`config.mk`:
```
export PLATFORM = sky130hd
export DESIGN_NAME = bat_seq
export DESIGN_NICKNAME = d
export VERILOG_FILES = /design/src/hw/rtl/bat_pkg.sv /design/src/hw/rtl/bat_seq.sv
export SDC_FILE = /design/constraint.sdc
export NUM_CORES = 1
export LEC_CHECK = 0
export BUFFER_PORTS_ARGS = -buffer_cell sky130_fd_sc_hd__buf_2
export CAP_MARGIN = 20
export CORE_MARGIN = 1
export CORE_UTILIZATION = 25
export DETAILED_ROUTE_END_ITERATION = 10
export PLACE_DENSITY = 0.37
export SYNTH_ARGS = -nofsm -noshare
export SYNTH_HDL_FRONTEND = slang
export SYNTH_SLANG_ARGS = --single-unit
```
`constraint.sdc`:
```
create_clock -name clk -period 13.6 [get_ports clk]
set_input_delay 0.68 -clock clk [delete_from_list [all_inputs] [get_ports clk]]
set_output_delay 0.68 -clock clk [all_outputs]
set_load 0.02 [all_outputs]
```
`src/hw/rtl/bat_pkg.sv`:
```
// Shared types, constants and helpers for the buddy allocator tree unit.
`timescale 1ns / 1ps
`default_nettype none
package bat_pkg;

  localparam int MIN_ORDER_DEF = 6;
  localparam int MAX_ORDER_DEF = 16;
  localparam int REQ_W = 17;
  localparam int OFF_W = 16;

  typedef enum logic {
    CMD_ALLOC = 1'b0,
    CMD_FREE  = 1'b1
  } cmd_t;

  typedef enum logic [1:0] {
    ST_DONE    = 2'd0,
    ST_OOM     = 2'd1,
    ST_IGNORED = 2'd2
  } status_t;

  typedef enum logic [3:0] {
    S_IDLE,
    S_ROOT,
    S_DL,
    S_DR,
    S_DDEC,
    S_MARK,
    S_AS,
    S_AP,
    S_AWR,
    S_FCHK,
    S_FCLR,
    S_DONE
  } seq_state_t;

  function automatic logic [4:0] ceil_log2_req(input logic [REQ_W-1:0] n);
    logic [4:0] k;
    k = 5'd17;
    for (int i = REQ_W - 1; i >= 0; i--) begin
      if ((18'd1 << i) >= {1'b0, n}) begin
        k = 5'(i);
      end
    end
    return k;
  endfunction

endpackage
`default_nettype wire

```
`src/hw/rtl/bat_seq.sv`:
```
// Allocate and free sequencer: tree descent, climb and ancestor refresh.
`timescale 1ns / 1ps
`default_nettype none
module bat_seq #(
  parameter int MIN_ORDER = bat_pkg::MIN_ORDER_DEF,
  parameter int MAX_ORDER = bat_pkg::MAX_ORDER_DEF,
  localparam int LEVELS = MAX_ORDER - MIN_ORDER,
  localparam int AW = LEVELS + 1,
  localparam int AVW = $clog2(MAX_ORDER + 2),
  localparam int DW = AVW + 1
) (
  input  wire logic                     clk,
  input  wire logic                     rst_n,
  input  wire logic                     accept,
  input  wire logic                     command,
  input  wire logic [bat_pkg::REQ_W-1:0] req_size,
  input  wire logic [bat_pkg::OFF_W-1:0] free_offset,
  output logic                          seq_busy,
  output logic                          out_valid,
  output logic      [1:0]               out_status,
  output logic      [bat_pkg::OFF_W-1:0] out_block_offset,
  output logic                          mem_we,
  output logic      [AW-1:0]            mem_waddr,
  output logic      [DW-1:0]            mem_wdata,
  output logic      [AW-1:0]            mem_raddr,
  input  wire logic [DW-1:0]            mem_rdata
);

  localparam int FIRST_LEAF = (1 << LEVELS) - 1;

  bat_pkg::seq_state_t state_r, state_nxt;
  logic [AW-1:0]  idx_r, idx_nxt;
  logic [AVW-1:0] ord_r, ord_nxt;
  logic [AVW-1:0] layer_r, layer_nxt;
  logic [AVW-1:0] cur_r, cur_nxt;
  logic [AVW-1:0] sib_r, sib_nxt;
  logic [AVW-1:0] lav_r, lav_nxt;
  logic [DW-1:0]  lw_r, lw_nxt;
  logic [DW-1:0]  nword_r, nword_nxt;
  logic           merge_r, merge_nxt;
  bat_pkg::status_t status_r, status_nxt;
  logic [bat_pkg::OFF_W-1:0] off_r, off_nxt;

  logic [4:0]     raw_layer;
  logic [AVW-1:0] need;
  logic [AVW-1:0] rd_av;
  logic [AVW-1:0] ord_up;
  logic [AVW-1:0] new_av;
  logic [AW-1:0]  li, ri, parent, sib_addr;
  logic [31:0]    off_full;
  logic [31:0]    offw;

  function automatic logic [AVW-1:0] avail_of(input logic [DW-1:0] w);
    return w[DW-1] ? '0 : w[AVW-1:0];
  endfunction

  assign raw_layer = bat_pkg::ceil_log2_req(req_size);
  assign need      = layer_r + AVW'(1);
  assign rd_av     = avail_of(mem_rdata);
  assign ord_up    = ord_r + AVW'(1);
  assign li        = AW'({idx_r, 1'b1});
  assign ri        = li + AW'(1);
  assign parent    = AW'((idx_r - AW'(1)) >> 1);
  assign sib_addr  = idx_r[0] ? idx_r + AW'(1) : idx_r - AW'(1);
  assign offw      = 32'(free_offset);
  assign off_full  = (32'(idx_r) - ((32'd1 << (MAX_ORDER - int'(layer_r))) - 32'd1))
                     << layer_r;
  assign new_av    = (merge_r && cur_r == ord_up && sib_r == ord_up) ? ord_up + AVW'(1) :
                     ((cur_r > sib_r) ? cur_r : sib_r);

  always_ff @(posedge clk) begin
    if (!rst_n) begin
      state_r <= bat_pkg::S_IDLE;
    end else begin
      state_r <= state_nxt;
    end
  end

  always_ff @(posedge clk) begin
    idx_r    <= idx_nxt;
    ord_r    <= ord_nxt;
    layer_r  <= layer_nxt;
    cur_r    <= cur_nxt;
    sib_r    <= sib_nxt;
    lav_r    <= lav_nxt;
    lw_r     <= lw_nxt;
    nword_r  <= nword_nxt;
    merge_r  <= merge_nxt;
    status_r <= status_nxt;
    off_r    <= off_nxt;
  end

  always_comb begin
    logic [AVW-1:0] l_av;
    logic [AVW-1:0] r_av;
    logic           pick_left;
    logic [AVW-1:0] p_av;
    state_nxt  = state_r;
    idx_nxt    = idx_r;
    ord_nxt    = ord_r;
    layer_nxt  = layer_r;
    cur_nxt    = cur_r;
    sib_nxt    = sib_r;
    lav_nxt    = lav_r;
    lw_nxt     = lw_r;
    nword_nxt  = nword_r;
    merge_nxt  = merge_r;
    status_nxt = status_r;
    off_nxt    = off_r;
    mem_we     = 1'b0;
    mem_waddr  = idx_r;
    mem_wdata  = nword_r;
    mem_raddr  = idx_r;
    out_valid  = 1'b0;
    l_av       = lav_r;
    r_av       = rd_av;
    pick_left  = 1'b0;
    p_av       = '0;

    case (state_r)
      bat_pkg::S_IDLE: begin
        if (accept) begin
          off_nxt    = '0;
          status_nxt = bat_pkg::ST_DONE;
          if (command == bat_pkg::CMD_ALLOC) begin
            if (req_size == '0 || int'(raw_layer) > MAX_ORDER) begin
              status_nxt = bat_pkg::ST_OOM;
              state_nxt  = bat_pkg::S_DONE;
            end else begin
              layer_nxt = (int'(raw_layer) < MIN_ORDER) ? AVW'(MIN_ORDER) : AVW'(raw_layer);
              mem_raddr = '0;
              state_nxt = bat_pkg::S_ROOT;
            end
          end else begin
            if ((offw >> MAX_ORDER) != 32'd0) begin
              status_nxt = bat_pkg::ST_IGNORED;
              state_nxt  = bat_pkg::S_DONE;
            end else begin
              idx_nxt   = AW'(offw >> MIN_ORDER) + AW'(FIRST_LEAF);
              mem_raddr = idx_nxt;
              ord_nxt   = AVW'(MIN_ORDER);
              state_nxt = bat_pkg::S_FCHK;
            end
          end
        end
      end
      bat_pkg::S_ROOT: begin
        if (rd_av < need) begin
          status_nxt = bat_pkg::ST_OOM;
          state_nxt  = bat_pkg::S_DONE;
        end else begin
          idx_nxt   = '0;
          ord_nxt   = AVW'(MAX_ORDER);
          nword_nxt = mem_rdata;
          state_nxt = (AVW'(MAX_ORDER) == layer_r) ? bat_pkg::S_MARK : bat_pkg::S_DL;
        end
      end
      bat_pkg::S_DL: begin
        mem_raddr = li;
        state_nxt = bat_pkg::S_DR;
      end
      bat_pkg::S_DR: begin
        lav_nxt   = rd_av;
        lw_nxt    = mem_rdata;
        mem_raddr = ri;
        state_nxt = bat_pkg::S_DDEC;
      end
      bat_pkg::S_DDEC: begin
        if (l_av <= r_av) begin
          pick_left = (l_av >= need);
        end else begin
          pick_left = !(r_av >= need);
        end
        p_av = pick_left ? l_av : r_av;
        if (p_av >= need) begin
          idx_nxt   = pick_left ? li : ri;
          nword_nxt = pick_left ? lw_r : mem_rdata;
        end
        ord_nxt   = ord_r - AVW'(1);
        state_nxt = (ord_nxt == layer_r) ? bat_pkg::S_MARK : bat_pkg::S_DL;
      end
      bat_pkg::S_MARK: begin
        mem_we     = 1'b1;
        mem_waddr  = idx_r;
        mem_wdata  = {1'b1, nword_r[AVW-1:0]};
        off_nxt    = off_full[bat_pkg::OFF_W-1:0];
        cur_nxt    = '0;
        merge_nxt  = 1'b0;
        status_nxt = bat_pkg::ST_DONE;
        state_nxt  = (idx_r == '0) ? bat_pkg::S_DONE : bat_pkg::S_AS;
      end
      bat_pkg::S_AS: begin
        mem_raddr = sib_addr;
        state_nxt = bat_pkg::S_AP;
      end
      bat_pkg::S_AP: begin
        sib_nxt   = rd_av;
        mem_raddr = parent;
        state_nxt = bat_pkg::S_AWR;
      end
      bat_pkg::S_AWR: begin
        mem_we    = 1'b1;
        mem_waddr = parent;
        mem_wdata = {mem_rdata[DW-1], new_av};
        cur_nxt   = mem_rdata[DW-1] ? '0 : new_av;
        idx_nxt   = parent;
        ord_nxt   = ord_up;
        state_nxt = (parent == '0) ? bat_pkg::S_DONE : bat_pkg::S_AS;
      end
      bat_pkg::S_FCHK: begin
        if (mem_rdata[DW-1]) begin
          state_nxt = bat_pkg::S_FCLR;
        end else if (idx_r == '0) begin
          status_nxt = bat_pkg::ST_IGNORED;
          state_nxt  = bat_pkg::S_DONE;
        end else begin
          idx_nxt   = parent;
          ord_nxt   = ord_up;
          mem_raddr = parent;
        end
      end
      bat_pkg::S_FCLR: begin
        mem_we     = 1'b1;
        mem_waddr  = idx_r;
        mem_wdata  = {1'b0, ord_up};
        cur_nxt    = ord_up;
        merge_nxt  = 1'b1;
        status_nxt = bat_pkg::ST_DONE;
        state_nxt  = (idx_r == '0) ? bat_pkg::S_DONE : bat_pkg::S_AS;
      end
      bat_pkg::S_DONE: begin
        out_valid = 1'b1;
        state_nxt = bat_pkg::S_IDLE;
      end
      default: begin
        state_nxt = bat_pkg::S_IDLE;
      end
    endcase
  end

  assign seq_busy         = (state_r != bat_pkg::S_IDLE);
  assign out_status       = status_r;
  assign out_block_offset = off_r;

endmodule
`default_nettype wire
```
==> results.cfg <==
[floorplan]
dieWidth_um = 184
pin_count = 92
num_rows = 66
core_area_um2 = 32500
fp.dieArea_um2 = 33700
die_height_um = 184
initial_utilization = 0.254

[synth]
yosys_warnings = 0
synth-seq-area-share = 0.254
synth_common_cells = nor2_1 (98), nand2_1 (96), o21ai_0 (77)
synth.most_common_cell = nor2_1
synth.largest_area_cell = edfxtp_1
synth_edf_count = 67
ys_types = 85
async_flop_share = 0
avgSynthCellArea_um2 = 7.95
ys_seq_elements = 71
synthCells = 1038
synth_ff_type = edfxtp_1
yosysTopAreaCellShare = 0.244
syn-num-nets = 1142
synth_area_leaders = edfxtp_1 (24%), ha_1 (9.1%), o21ai_0 (4.7%)
post_synth_instance_area_um2 = 8250

[drt]
vias = 7992
initialDrtViolationCount = 575
dr_wl_met2_um = 13600
firstDrtPassIters = 5
wl_met1_um = 14600
topRoutingLayerUsed = met4
post_drt_via_cell_ratio = 5.20
ant_nets = 0
wire_per_inst_um = 19.4
wl_um = 29800
drc = 0
dr_wl_met3_um = 924

[min_path]
hold_class = input pin to flop

[power_and_ir_drop]
leakagePower_uw = 0.00355
max-vdd-ir-drop_v = 0.000106
powerDensity_nw_per_um2 = 258
power_uw = 2410

[layout]
area_growth_pct = 13.4
antenna_cells = 0
drive_above_1_share = 0.149
nets = 1193
design_area_um2 = 9360
multi_input_area_um2 = 5730
fillers = 3607
instances_no_fill = 1536
seq_area_um2 = 2090

[clock_tree]
clkSlewWorstSetupHoldPaths_ns = 0.06
post_cts_buffers = 0
htree_levels = 3
hold_buffers = 0
clock-root-buffer = clkbuf_16
cts_tree = built
numCtsBuffers = 9
cts_max_path_buffers = 2
postCtsResizedCells = 0
cts.sinks = 71
clock_latency_ns = 0.35

[sta]
setup_tns_ns = 0
finalCriticalPeriod_ns = 5.47
grt_setup_unrepaired = false
slew_headroom = 0.282
worst_pin_slew_ns = 1.07
report.final.slew_viol_count = 0
fin_worst_skew_ns = 0.00634
max_freq_ghz = 0.183
fin_crit_sh = 0.402
hold_viol = 0
setup_viol = 0

[setup_path]
critical_path.max_fanout = 29
r2r_slack_ns = 8.13
arrival_ns = 5.57
setup.worst_path.end = out_block_offset[13]$_SDFFCE_PP0P_
crit_type = flop to flop
r2r-start = layer_r[1]$_SDFFCE_PN1P_
endpoint_kind = flop
critPathRequiredTime_ns = 13.71
startpoint = layer_r[1]$_SDFFCE_PN1P_
reg2reg_to = out_block_offset[13]$_SDFFCE_PP0P_
r2r_cells = 19
cp-start-kind = flop

[grt]
grt_pass1_vias = 7825
grtUsageTotal = 0.179
grt_overflow_total = 0
grt_pass1_wl_um = 46400
grt_max_degree = 38
antenna_found_initial = 0

[placed_design]
gp_congestion = 0.791
placed_cells = 1518
hpwlAfterDp_um = 23100
numPortBuffers = 85
dpl-instance-area_um2 = 9080

[run]
max-cap-violations = 0

[outcome]
status = finished clean
critical path, stage by stage, from the launching register on:
cell      delay (ns)
edfxtp_1        0.36
buf_4           0.24
inv_1           0.39
ha_1            0.46
o21ai_0         0.14
mux2_2          0.27
or3_1           0.30
a21oi_1         0.33
and2_1          0.19
ha_1            0.23
inv_1           0.06
ha_1            0.21
fa_1            0.25
a211oi_1        0.11
o21ba_2         0.24
o31ai_2         0.40
a21oi_1         0.18
o31ai_1         0.35
a221oi_1        0.17
o31a_1          0.31
cells by family (layout without fill, tap and decap cells):
group,count (synthesis),after routing,synth area share
xor+xnor,60,60,0.0637
fa+ha+maj,61,61,0.0934
mux,30,30,0.0381
compound gates,312,312,0.258
simple gates,398,398,0.242
flops,71,71,0.254
buf+inv,106,162,0.0519
registers in the layout, indices dropped and copies added, names as in the netlist:
signal and cells:
lav_r 5, idx_r 11, cur_r 5, ord_r 5, out_block_offset 16, out_status 2
merge_r 1, lw_r 6, layer_r 5, sib_r 5, nword_r 6, state_r 4
worst min-delay path by stage:
stage / startpoint / endpoint / slack [ns] / cells after the start
after CTS: mem_rdata[1] / lw_r[1]$_DFFE_PP_ / 0.52 / 1
after floorplan: lw_r[0]$_DFFE_PP_ / nword_r[0]$_DFFE_PP_ / 0.52 / 1
final: mem_rdata[1] / lw_r[1]$_DFFE_PP_ / 0.53 / 1
after detailed placement: lw_r[5]$_DFFE_PP_ / nword_r[5]$_DFFE_PP_ / 0.53 / 1
after global placement: lw_r[5]$_DFFE_PP_ / nword_r[5]$_DFFE_PP_ / 0.54 / 1
after global routing: mem_rdata[0] / lw_r[0]$_DFFE_PP_ / 0.52 / 1
layer usage:
layer	up-vias	global-route usage
met1	3815	0.245
met3	35	0.0230
li1	3987	-
met5	-	0
met4	0	0.0547
met2	155	0.292
layout make-up:
| class | instances | area share |
|---|---|---|
| clock buffer | 10 | 0.0245 |
| clock inverter | 6 | 0.00401 |
| inverter | 45 | 0.0181 |
| multi-input combinational | 861 | 0.613 |
| sequential | 71 | 0.224 |
| tap | 442 | 0.0591 |
| timing repair buffer | 101 | 0.0580 |
where the power goes:
| part | switching, uW | leakage [uW] | internal (uW) |
|---|---|---|---|
| Combinational | 1100 | 0.00276 | 629 |
| Sequential | 116 | 0.000663 | 345 |
| Clock | 101 | 0.000124 | 122 |
layout by cell type, fill, tap and decap left out, types with 11 or more instances in the layout:
| cell type | instances |
|---|---|
| nor2_1 | 98 |
| nand2_1 | 96 |
| buf_2 | 86 |
| o21ai_0 | 77 |
| edfxtp_1 | 67 |
| ha_1 | 60 |
| a21oi_1 | 59 |
| nor3_1 | 51 |
| xnor2_1 | 44 |
| inv_1 | 39 |
| nand3_1 | 27 |
| a211oi_1 | 20 |
| mux2i_1 | 19 |
| a31oi_1 | 18 |
| xor2_1 | 16 |
| nand2b_1 | 16 |
| and3_1 | 15 |
| buf_4 | 15 |
| or2_2 | 13 |
| and2_1 | 13 |
| o21a_1 | 13 |
| a21o_1 | 13 |
| o211ai_1 | 11 |
| mux2_2 | 11 |
stage by stage:
| step | hold slack [ns] | setup WS (ns) | util |
|---|---|---|---|
| finish | 0.529 | 8.13 | 0.288 |
| CTS | 0.517 | 8.12 | 0.287 |
| floorplan | 0.523 | 8.69 | - |
| global placement | 0.535 | 8.11 | 0.279 |
| global route | 0.519 | 7.67 | 0.288 |
| detailed placement | 0.534 | 8.15 | 0.279 |
Note: power is estimated with default switching activity, not from simulation.
